[src/design/pspl_pkg.sv]
// ----------------------------------------------------------------------------
// pspl_pkg
// Shared widths, register codes and the types passed between the front end,
// the item queue and the arithmetic back end of the PID speed loop.
// ----------------------------------------------------------------------------
package pspl_pkg;

  localparam int DATA_WIDTH     = 16;
  localparam int GAIN_FRAC_BITS = 8;
  localparam int ACC_WIDTH      = 40;

  localparam int GAIN_W  = 16;
  localparam int LIMIT_W = 15;
  localparam int DRIVE_W = 16;
  localparam int CFG_IDX_W  = 2;
  localparam int CFG_DATA_W = 16;

  localparam int ERR_W = DATA_WIDTH + 1;
  localparam int DLT_W = DATA_WIDTH + 2;
  localparam int P_W   = ERR_W + GAIN_W;
  localparam int D_W   = DLT_W + GAIN_W;
  localparam int INT_W = ((ACC_WIDTH > P_W) ? ACC_WIDTH : P_W) + 1;
  localparam int SUM_W = ((ACC_WIDTH > D_W) ? ACC_WIDTH : D_W) + 2;
  localparam int SHF_W = SUM_W - GAIN_FRAC_BITS;

  localparam int QDEPTH = 4;
  localparam int QAW    = $clog2(QDEPTH);

  localparam logic [GAIN_W-1:0]  PROP_GAIN_RST    = GAIN_W'(512);
  localparam logic [GAIN_W-1:0]  INTEG_GAIN_RST   = '0;
  localparam logic [GAIN_W-1:0]  DERIV_GAIN_RST   = '0;
  localparam logic [LIMIT_W-1:0] OUTPUT_LIMIT_RST = LIMIT_W'(2000);

  typedef enum logic [CFG_IDX_W-1:0] {
    REG_PROP_GAIN    = 2'd0,
    REG_INTEG_GAIN   = 2'd1,
    REG_DERIV_GAIN   = 2'd2,
    REG_OUTPUT_LIMIT = 2'd3
  } pspl_reg_t;

  typedef struct packed {
    logic [ERR_W-1:0] err;
    logic [DLT_W-1:0] delta;
  } pspl_entry_t;

  typedef struct packed {
    logic [GAIN_W-1:0]  prop_gain;
    logic [GAIN_W-1:0]  integ_gain;
    logic [GAIN_W-1:0]  deriv_gain;
    logic [LIMIT_W-1:0] output_limit;
  } pspl_cfg_t;

endpackage

[src/design/pspl_front.sv]
// ----------------------------------------------------------------------------
// pspl_front
// Accepts control ticks, forms the speed error and its change since the last
// tick, and hands each item to the queue.
// ----------------------------------------------------------------------------
module pspl_front import pspl_pkg::*; (
  input  logic                         clk,
  input  logic                         rst_n,
  input  logic                         in_valid,
  output logic                         in_stall,
  input  logic signed [DATA_WIDTH-1:0] in_target_speed,
  input  logic signed [DATA_WIDTH-1:0] in_measured_speed,
  output logic                         push,
  output pspl_entry_t                  push_entry,
  input  logic                         q_full
);

  logic                    fv_r;
  logic                    fv_nxt;
  pspl_entry_t             entry_r;
  logic signed [ERR_W-1:0] prev_err_r;
  logic signed [ERR_W-1:0] err_nxt;
  logic signed [DLT_W-1:0] delta_nxt;
  logic                    accept;

  assign in_stall   = fv_r && q_full;
  assign push       = fv_r && !q_full;
  assign push_entry = entry_r;
  assign accept     = in_valid && !in_stall;

  assign err_nxt   = ERR_W'(in_target_speed) - ERR_W'(in_measured_speed);
  assign delta_nxt = DLT_W'(err_nxt) - DLT_W'(prev_err_r);

  always_comb begin
    fv_nxt = fv_r;
    if (accept) begin
      fv_nxt = 1'b1;
    end else if (push) begin
      fv_nxt = 1'b0;
    end
  end

  always_ff @(posedge clk) begin
    if (!rst_n) begin
      fv_r       <= 1'b0;
      prev_err_r <= '0;
    end else begin
      fv_r <= fv_nxt;
      if (accept) begin
        prev_err_r <= err_nxt;
      end
    end
  end

  always_ff @(posedge clk) begin
    if (accept) begin
      entry_r.err   <= err_nxt;
      entry_r.delta <= delta_nxt;
    end
  end

endmodule

[src/design/pspl_queue.sv]
// ----------------------------------------------------------------------------
// pspl_queue
// Short first-in first-out queue of error items between front and back.
// ----------------------------------------------------------------------------
module pspl_queue import pspl_pkg::*; (
  input  logic        clk,
  input  logic        rst_n,
  input  logic        push,
  input  pspl_entry_t push_entry,
  input  logic        pop,
  output logic        q_valid,
  output logic        q_full,
  output pspl_entry_t head
);

  pspl_entry_t      mem_r [QDEPTH];
  logic [QAW-1:0]   wr_ptr_r;
  logic [QAW-1:0]   rd_ptr_r;
  logic [QAW:0]     count_r;
  logic [QAW:0]     count_nxt;
  logic             do_pop;

  assign q_valid = (count_r != '0);
  assign q_full  = (count_r == (QAW+1)'(QDEPTH));
  assign head    = mem_r[rd_ptr_r];
  assign do_pop  = pop && q_valid;

  always_comb begin
    count_nxt = count_r;
    if (push && !do_pop) begin
      count_nxt = count_r + 1'b1;
    end else if (do_pop && !push) begin
      count_nxt = count_r - 1'b1;
    end
  end

  always_ff @(posedge clk) begin
    if (!rst_n) begin
      wr_ptr_r <= '0;
      rd_ptr_r <= '0;
      count_r  <= '0;
    end else begin
      count_r <= count_nxt;
      if (push) begin
        wr_ptr_r <= wr_ptr_r + 1'b1;
      end
      if (do_pop) begin
        rd_ptr_r <= rd_ptr_r + 1'b1;
      end
    end
  end

  always_ff @(posedge clk) begin
    if (push) begin
      mem_r[wr_ptr_r] <= push_entry;
    end
  end

endmodule

[src/design/pspl_back.sv]
// ----------------------------------------------------------------------------
// pspl_back
// Pipelined PID arithmetic: gain products, saturating integral, term sum,
// truncation toward zero and symmetric output saturation.
// ----------------------------------------------------------------------------
module pspl_back import pspl_pkg::*; (
  input  logic                      clk,
  input  logic                      rst_n,
  input  pspl_cfg_t                 cfg,
  input  logic                      q_valid,
  input  pspl_entry_t               head,
  output logic                      pop,
  output logic                      out_valid,
  input  logic                      out_stall,
  output logic signed [DRIVE_W-1:0] out_drive_value,
  output logic                      out_was_clamped
);

  localparam logic signed [INT_W-1:0] ACC_MAX =
    {{(INT_W-ACC_WIDTH+1){1'b0}}, {(ACC_WIDTH-1){1'b1}}};
  localparam logic signed [INT_W-1:0] ACC_MIN =
    {{(INT_W-ACC_WIDTH+1){1'b1}}, {(ACC_WIDTH-1){1'b0}}};

  logic                        en;
  logic                        v1_r, v2_r, v3_r, v4_r, v5_r, vo_r;

  logic signed [ERR_W-1:0]     err1_r;
  logic signed [DLT_W-1:0]     dlt1_r;

  logic signed [P_W-1:0]       p2_r;
  logic signed [D_W-1:0]       d2_r;
  logic signed [P_W-1:0]       inc2_r;

  logic signed [ACC_WIDTH-1:0] integ_r;
  logic signed [INT_W-1:0]     integ_raw;
  logic signed [ACC_WIDTH-1:0] integ_nxt;

  logic signed [SUM_W-1:0]     pd3_r;
  logic signed [ACC_WIDTH-1:0] integ3_r;
  logic signed [SUM_W-1:0]     sum4_r;
  logic [SUM_W-1:0]            mag;
  logic                        neg5_r;
  logic [SHF_W-1:0]            shf5_r;
  logic                        clamp;
  logic [LIMIT_W-1:0]          val;
  logic [DRIVE_W-1:0]          mag_out;

  assign en        = !vo_r || !out_stall;
  assign pop       = en && q_valid;
  assign out_valid = vo_r;

  assign integ_raw = INT_W'(integ_r) + INT_W'(inc2_r);

  always_comb begin
    integ_nxt = integ_raw[ACC_WIDTH-1:0];
    if (integ_raw > ACC_MAX) begin
      integ_nxt = ACC_MAX[ACC_WIDTH-1:0];
    end else if (integ_raw < ACC_MIN) begin
      integ_nxt = ACC_MIN[ACC_WIDTH-1:0];
    end
  end

  assign mag     = sum4_r[SUM_W-1] ? SUM_W'(-sum4_r) : SUM_W'(sum4_r);
  assign clamp   = shf5_r > SHF_W'(cfg.output_limit);
  assign val     = clamp ? cfg.output_limit : shf5_r[LIMIT_W-1:0];
  assign mag_out = {1'b0, val};

  always_ff @(posedge clk) begin
    if (!rst_n) begin
      v1_r    <= 1'b0;
      v2_r    <= 1'b0;
      v3_r    <= 1'b0;
      v4_r    <= 1'b0;
      v5_r    <= 1'b0;
      vo_r    <= 1'b0;
      integ_r <= '0;
    end else if (en) begin
      v1_r <= q_valid;
      v2_r <= v1_r;
      v3_r <= v2_r;
      v4_r <= v3_r;
      v5_r <= v4_r;
      vo_r <= v5_r;
      if (v2_r) begin
        integ_r <= integ_nxt;
      end
    end
  end

  always_ff @(posedge clk) begin
    if (en) begin
      err1_r          <= head.err;
      dlt1_r          <= head.delta;
      p2_r            <= err1_r * $signed(cfg.prop_gain);
      d2_r            <= dlt1_r * $signed(cfg.deriv_gain);
      inc2_r          <= err1_r * $signed(cfg.integ_gain);
      pd3_r           <= SUM_W'(p2_r) + SUM_W'(d2_r);
      integ3_r        <= integ_nxt;
      sum4_r          <= pd3_r + SUM_W'(integ3_r);
      neg5_r          <= sum4_r[SUM_W-1];
      shf5_r          <= mag[SUM_W-1:GAIN_FRAC_BITS];
      out_was_clamped <= clamp;
      out_drive_value <= neg5_r ? -mag_out : mag_out;
    end
  end

endmodule

[src/design/positional_pid_speed_loop.sv]
// ----------------------------------------------------------------------------
// positional_pid_speed_loop
// Positional PID speed controller: one drive value per control tick.
// ----------------------------------------------------------------------------
// Takes one tick per clock while in_stall is low. A tick is registered in
// the front end, where the error is formed, then passes through the
// four-entry item queue and the back-end pipeline. The sustained rate of one
// item per cycle, while the output is not stalled, is set by the integral
// update, a single saturating add that each item completes in one stage. A
// stalled output holds the back end while the queue keeps taking ticks until
// it fills. The user must write gains and the output limit through the cfg
// port only while no tick is in flight (unenforced); cfg_ready is always high.
module positional_pid_speed_loop import pspl_pkg::*; (
  input  logic                         clk,
  input  logic                         rst_n,
  input  logic                         in_valid,
  output logic                         in_stall,
  input  logic signed [DATA_WIDTH-1:0] in_target_speed,
  input  logic signed [DATA_WIDTH-1:0] in_measured_speed,
  output logic                         out_valid,
  input  logic                         out_stall,
  output logic signed [DRIVE_W-1:0]    out_drive_value,
  output logic                         out_was_clamped,
  input  logic                         cfg_valid,
  output logic                         cfg_ready,
  input  logic [CFG_IDX_W-1:0]         cfg_index,
  input  logic [CFG_DATA_W-1:0]        cfg_data
);

  pspl_cfg_t   cfg_r;
  logic        push;
  pspl_entry_t push_entry;
  logic        q_full;
  logic        q_valid;
  pspl_entry_t head;
  logic        pop;

  assign cfg_ready = 1'b1;

  always_ff @(posedge clk) begin
    if (!rst_n) begin
      cfg_r.prop_gain    <= PROP_GAIN_RST;
      cfg_r.integ_gain   <= INTEG_GAIN_RST;
      cfg_r.deriv_gain   <= DERIV_GAIN_RST;
      cfg_r.output_limit <= OUTPUT_LIMIT_RST;
    end else if (cfg_valid && cfg_ready) begin
      unique case (pspl_reg_t'(cfg_index))
        REG_PROP_GAIN:    cfg_r.prop_gain    <= cfg_data[GAIN_W-1:0];
        REG_INTEG_GAIN:   cfg_r.integ_gain   <= cfg_data[GAIN_W-1:0];
        REG_DERIV_GAIN:   cfg_r.deriv_gain   <= cfg_data[GAIN_W-1:0];
        REG_OUTPUT_LIMIT: cfg_r.output_limit <= cfg_data[LIMIT_W-1:0];
        default: begin
        end
      endcase
    end
  end

  pspl_front u_front (
    .clk               (clk),
    .rst_n             (rst_n),
    .in_valid          (in_valid),
    .in_stall          (in_stall),
    .in_target_speed   (in_target_speed),
    .in_measured_speed (in_measured_speed),
    .push              (push),
    .push_entry        (push_entry),
    .q_full            (q_full)
  );

  pspl_queue u_queue (
    .clk        (clk),
    .rst_n      (rst_n),
    .push       (push),
    .push_entry (push_entry),
    .pop        (pop),
    .q_valid    (q_valid),
    .q_full     (q_full),
    .head       (head)
  );

  pspl_back u_back (
    .clk             (clk),
    .rst_n           (rst_n),
    .cfg             (cfg_r),
    .q_valid         (q_valid),
    .head            (head),
    .pop             (pop),
    .out_valid       (out_valid),
    .out_stall       (out_stall),
    .out_drive_value (out_drive_value),
    .out_was_clamped (out_was_clamped)
  );

endmodule

[config.mk]
export PLATFORM = sky130hd
export DESIGN_NAME = positional_pid_speed_loop
export DESIGN_NICKNAME = d
export VERILOG_FILES = /design/src/design/pspl_pkg.sv /design/src/design/pspl_front.sv /design/src/design/pspl_queue.sv /design/src/design/pspl_back.sv /design/src/design/positional_pid_speed_loop.sv
export SDC_FILE = /design/constraint.sdc
export NUM_CORES = 2
export LEC_CHECK = 0
export ABC_AREA = 1
export BUFFER_PORTS_ARGS = -buffer_cell sky130_fd_sc_hd__buf_2
export CAP_MARGIN = 30
export CORE_ASPECT_RATIO = 0.8
export CORE_UTILIZATION = 66
export CTS_CLUSTER_DIAMETER = 150
export DETAILED_ROUTE_END_ITERATION = 8
export GPL_TIMING_DRIVEN = 0
export PLACE_DENSITY = 0.83
export RECOVER_POWER = 100
export REMOVE_ABC_BUFFERS = 1
export SYNTH_ARGS = -nofsm -noshare
export SYNTH_HDL_FRONTEND = slang
export SYNTH_SLANG_ARGS = --single-unit
export TNS_END_PERCENT = 100
[constraint.sdc]
create_clock -name clk -period 11.81 [get_ports clk]
set_clock_uncertainty 0.15 [all_clocks]
set_input_delay 1.7715 -clock clk [delete_from_list [all_inputs] [get_ports clk]]
set_output_delay 1.7715 -clock clk [all_outputs]
set_load 0.02 [all_outputs]
# == Word-level counts from Yosys, hierarchy flattened ==
# Memories as Yosys holds them, arrays and structs flattened. A register that Yosys moved wholly into a read port is not among the register bits.
# Index checks and enable logic that the tools add are counted.
# totals
ff_bits,445
elab_cells,86
ramBits,140
out_inout_bits,20
n_memories,1
# memory_table
memory,words,width,read_ports,rd_ports_with_merged_regs,wr,line,source
u_queue.mem_r,4,35,1,1,1,pspl_queue.sv:16,pspl_entry_t mem_r [QDEPTH];
# classes
n_reduce_logical,23
n_eq_ne,4
muxes,11
magnitude_cmp,3
multipliers,3
add_sub_neg,11
# op_table
operator,n
2-to-1 mux 40 bit,2
multiplier 17 x 16 -> 33 bit,2
adder 42 x 40 -> 42 bit,1
negation 42 bit,1
adder 40 x 33 -> 41 bit,1
"greater-than comparator 41 x 40 -> 1 bit, second input constant",1
"less-than comparator 41 x 40 -> 1 bit, second input constant",1
2-to-1 mux 41 bit,1
adder 33 x 34 -> 35 bit,1
greater-than comparator 34 x 15 -> 1 bit,1
multiplier 18 x 16 -> 34 bit,1
2-to-1 mux 15 bit,2
subtractor 17 x 17 -> 18 bit,1
subtractor 16 x 16 -> 17 bit,1
negation 15 -> 16 bit,1
AND reduction 2 bit,5
logical AND 1 bit,7
logical NOT 1 bit,6
2-to-1 mux 3 bit,2
"adder 2 x 1 -> 2 bit, second input constant",2
"== test 2 bit, second input constant",2
2-to-1 mux 1 bit,4
nonzero test 2 bit,2
"adder 3 x 1 -> 3 bit, second input constant",1
other kinds (6),6

# == Depth between registers and ports, before layout ==
# logic_depth
ltp_word,7
ltp_mapped,28
mapped_depth_nobuf,27

# == Modules after synthesis ==
# A second synthesis with hierarchy kept.
# hier_totals
hier_cells,7507
hier_area_um2,63996.4
# by_module_without_submodules
module,n_inst,seq_area_each_um2,cells_per_inst,area_each_um2
pspl_back,1,10049.6,6203,52067.4
pspl_queue,1,4384.2,401,5640.4
pspl_front,1,1411.4,507,3701.0
positional_pid_speed_loop,1,1261.2,396,2587.5

# == Worst setup path after synthesis ==
# No wires, ideal clock.
# synth_path
kind,input -> register
start,input port out_stall
end,register u_queue.count_r[1]
slack_ns,0.769
required_time_ns,11.541
path_buffers,0
arrival_ns,10.771
setup_ns,0.119
cell_stages,9
path_cell_list,nand2_1 -> inv_1 -> a31oi_1 -> inv_1 -> ha_1 -> inv_1 -> fa_1 -> o21ai_0 -> a21oi_1
# synth_between
elab_chain_cells,7
# synth_lines
element,line,source
from (decl),positional_pid_speed_loop.sv:21,"input logic out_stall,"
logical NOT 1 bit,pspl_back.sv:48,assign en = !vo_r || !out_stall;
logical OR 1 bit,pspl_back.sv:48,
logical AND 1 bit,pspl_back.sv:49,assign pop = en && q_valid;
logical AND 1 bit,pspl_queue.sv:26,assign do_pop = pop && q_valid;
logical NOT 1 bit,pspl_queue.sv:30,if (push && !do_pop) begin
logical AND 1 bit,pspl_queue.sv:30,
2-to-1 mux 3 bit,pspl_queue.sv:30,
named net u_queue.count_nxt[1],pspl_queue.sv:20,logic [QAW:0] count_nxt;
to (signal assigned),pspl_queue.sv:43,count_r <= count_nxt;
to (decl),pspl_queue.sv:19,logic [QAW:0] count_r;
# The timed path passes the listed nets, and every way through them passes these cells.
# A chain may end at the register's enable or synchronous reset.

# == Final worst setup path ==
# layout_path
start,input port out_stall
end,register u_back.out_drive_value[0] (enable)
# layout_between
elab_chain_cells,2
# layout_lines
element,line,source
logical NOT 1 bit,pspl_back.sv:48,
logical OR 1 bit,pspl_back.sv:48,
to (signal assigned),pspl_back.sv:103,out_drive_value <= neg5_r ? -mag_out : mag_out;
to (decl),pspl_back.sv:15,"output logic signed [DRIVE_W-1:0] out_drive_value,"
# Every way passes these cells.

==> impl_metrics.csv <==
group,metric,value,unit
worst_setup_path,critPathRequiredTime,11.85,ns
worst_setup_path,cp-start-kind,"primary input",
outcome,violations,"capacitance limit, slew limit",
pwr,intPower,9.899,mW
sta,slew_viol_final,770,
logic_synthesis,syn_inst,7213,
pwr,ir_worst_vdd,0.3556,mV
floorplan,core_area,0.09371,sq mm
floorplan,design.die.area,0.09648,sq mm
layout,multiInputGateArea,0.03793,sq mm
clock_network,cts-root-buf,"clkbuf_16",
placement,dp_cells,8297,
clock_network,insertion_delay,0.69,ns
floorplan,initial_core_util,67.07,%
clock_network,post_cts_buffers,0,
pwr,p_sw,10.63,mW
pwr,swShare,51.78,%
sta,final-setup-viol-count,0,
layout,final_nets,8464,
worst_hold_path,hp-class,"register to register",
route,wire_per_inst,19.12,um
logic_synthesis,ys_async_sr_fraction,0,%
pwr,p_seq_share,22.5,%
worst_setup_path,cp-end-kind,"register",
pwr,power_leakage,35.10,nW
worst_setup_path,crit_type,"primary input to register",
route,finalWirelength,161000,um
logic_synthesis,synth_cell_types,61,
layout,final_cell_area,0.06665,sq mm
logic_synthesis,synth-seq-cells,613,
floorplan,die_height,278.0,um
floorplan,std_cell_rows,100,
placement,dp_hpwl,124900,um
worst_setup_path,cpMaxStageDelayCell,"clkbuf_1",
worst_setup_path,crit_arrival,8.72,ns
placement,numPortBuffers,73,
placement,place_congestion,0.9783,
sta,relSlewSlack,-189.1,%
outcome,status,"finished with violations",
floorplan,die_x,347.0,um
sta,grt_setup_unrepaired,"no",
logic_synthesis,synth_edf_count,479,
clock_network,path_clk_slew,0.07,ns
clock_network,cts_tree,"done",
sta,tightest_slew,4.336,ns
global_route,gr-total-overflow,0,
sta,clock.fmax,0.1152,GHz
logic_synthesis,synth-main-ff-cell,"edfxtp_1",
pwr,power_per_cell_area,308.1,mW/mm^2
sta,min_period,8.680,ns
pwr,fin_total_pwr,20.53,mW
route,route.detailed.drc,0,
pwr,clockPowerShare,10.6,%
sta,fin_crit_sh,73.50,%
route,drtIter0Drc,4663,
logic_synthesis,synth.avg_cell_area,8.714,sq um
layout,register_area,0.01707,sq mm
placement,dpl_cell_area,0.06471,sq mm
layout,final_cells,8422,
global_route,gr-usage-all-layers,34.12,%
layout,fillCellCount,6796,
global_route,grt_max_degree,77,
layout,layout_common_cells,"inv_1 (1801), nand2_1 (1390), fa_1 (848)",
pwr,combPwrFrac,66.8,%
clock_network,clockBufferDepth,3,
worst_setup_path,critical-path-max-stage-delay,2.92,ns
clock_network,cts_sinks,613,
route,drtAntennaViolNets,0,
global_route,first_global_vias,49980,
worst_setup_path,cp_common_cell,"clkbuf_1",
global_route,antenna_found_initial,5,
route,via_count,47910,
layout,drive_gt1_share,3.199,%
sta,final_hold_viol_count,0,
route,vias_per_cell,5.689,
worst_setup_path,cp_max_fo,73,
layout,final_common_cell,"inv_1",
job,maxCapViolCount,15,
global_route,grt_first_pass_wirelength,260000,um
floorplan,pin_count,75,
logic_synthesis,ys_warn_count,0,
layout,area_delta_synth_final,6.032,%
route,firstDrtPassIters,7,
clock_network,cts_resized,0,
clock_network,htreeDepth,2,
logic_synthesis,seq_area_frac_synth,27.15,%
worst_setup_path,crit_chain,"buf_2, nand2_1, clkbuf_1, clkbuf_1",
logic_synthesis,synth_area,0.06285,sq mm
clock_network,postCtsHoldBufs,0,
clock_network,cts_buffers,61,
## synth_stat cells (all sizes together), types with 3 or more instances
cell	n	share of area, %
nand3b	8	0.096
a21boi	25	0.32
xor2	184	2.6
dfxtp	134	4.3
buf	30	0.27
o31ai	5	0.060
nor2	514	3.1
xnor2	104	1.4
o211ai	8	0.096
nor3	31	0.25
ha	422	8.4
and3	3	0.030
o21a	19	0.23
o21ai	323	2.6
o22ai	35	0.35
a211oi	5	0.060
inv	1806	11
o21bai	17	0.20
fa	848	27
nand2	1405	8.5
edfxtp	479	23
or2	8	0.080
o211a	3	0.048
a21o	18	0.21
a21oi	335	2.7
a31oi	41	0.41
o221ai	8	0.11
nand3	125	1.0
nand4	26	0.29
o2111ai	3	0.042
nor4	10	0.11
clkbuf	219	1.3
## metrics by stage
stage                     hold WS, ns  utilization [%]  setup TNS [ns]  setup WS (ns)
after detailed placement       0.3057            69.05               0          4.340
after CTS                      0.3170            71.46               0          4.309
final                          0.3161            71.11               0          3.130
after floorplan                0.2847                -               0         0.7693
after global placement         0.3022            68.04         -315.57         -5.570
after global routing           0.3378            71.10               0          2.590
## area by class of cell
cell class / count / share of cell area [%]
Clock inverter: 45 / 0.8936
Sequential cell: 613 / 25.61
Multi-Input combinational cell: 4543 / 56.91
Clock buffer: 69 / 2.491
Inverter: 1808 / 10.18
Timing Repair Buffer: 112 / 1.586
Antenna cell: 8 / 0.03004
Tap cell: 1224 / 2.298
## worst paths after layout
kind / slack, ns / cells past startpoint / end / from
worst max-delay path: 3.13 / 4 / u_back.out_drive_value[0]$_DFFE_PN_ / out_stall
worst min-delay path: 0.32 / 2 / u_front.prev_err_r[2]$_SDFFE_PN0P_ / u_front.prev_err_r[2]$_SDFFE_PN0P_
worst max register to register: 3.42 / 24 / u_back.inc2_r[30]$_DFFE_PN_ / u_back.err1_r[5]$_DFFE_PN_
worst min register to register: 0.32 / 2 / u_front.prev_err_r[2]$_SDFFE_PN0P_ / u_front.prev_err_r[2]$_SDFFE_PN0P_
## worst max-delay path, delay by kind of cell
kind | cells | cell delay (ns)
buf+inv | 3 | 5.52
simple gates | 1 | 1.25
## power groups by stage
stage               clock (mW)  sequential [mW]  combinational (mW)
CTS                       2.19             4.58                13.6
floorplan                    0             4.30                9.50
detailed placement           0             4.62                13.4
global route              2.27             4.67                15.2
finish                    2.18             4.63                13.7
global placement             0             4.86                12.5
## routing by layer
| metal | wire length [um] | track usage, % | vias up |
|---|---|---|---|
| met5 | 15 | 0 | - |
| met4 | 6825 | 13.63 | 2 |
| li1 | - | - | 21780 |
| met3 | 15640 | 6.791 | 447 |
| met1 | 64460 | 45.89 | 23350 |
| met2 | 74050 | 54.74 | 2330 |
## logic make-up after synthesis
kind of cell             count (synthesis)  synth area share, %
buffers and inverters                 2057                12.37
XOR/XNOR                               288                4.013
other                                    1             0.005966
AO/OA/AOI/OAI                          851                7.521
AND/OR/NAND/NOR                       2133                13.53
flip-flops                             613                27.15
adder cells (fa/ha/maj)               1270                35.41
## sequential cells by signal, summed over array words and instances (netlist names), 3 cells and up
| signal | count |
|---|---|
| u_queue.mem_r | 140 |
| cfg_r | 63 |
| u_back.sum4_r | 42 |
| u_back.integ3_r | 40 |
| u_back.integ_r | 40 |
| u_back.pd3_r | 35 |
| u_front.push_entry | 35 |
| u_back.d2_r | 34 |
| u_back.shf5_r | 34 |
| u_back.inc2_r | 33 |
| u_back.p2_r | 33 |
| u_back.dlt1_r | 18 |
| u_back.err1_r | 17 |
| u_front.prev_err_r | 17 |
| u_back.out_drive_value | 16 |
| u_queue.count_r | 3 |
No activity file was read; power rests on OpenSTA's default activity.
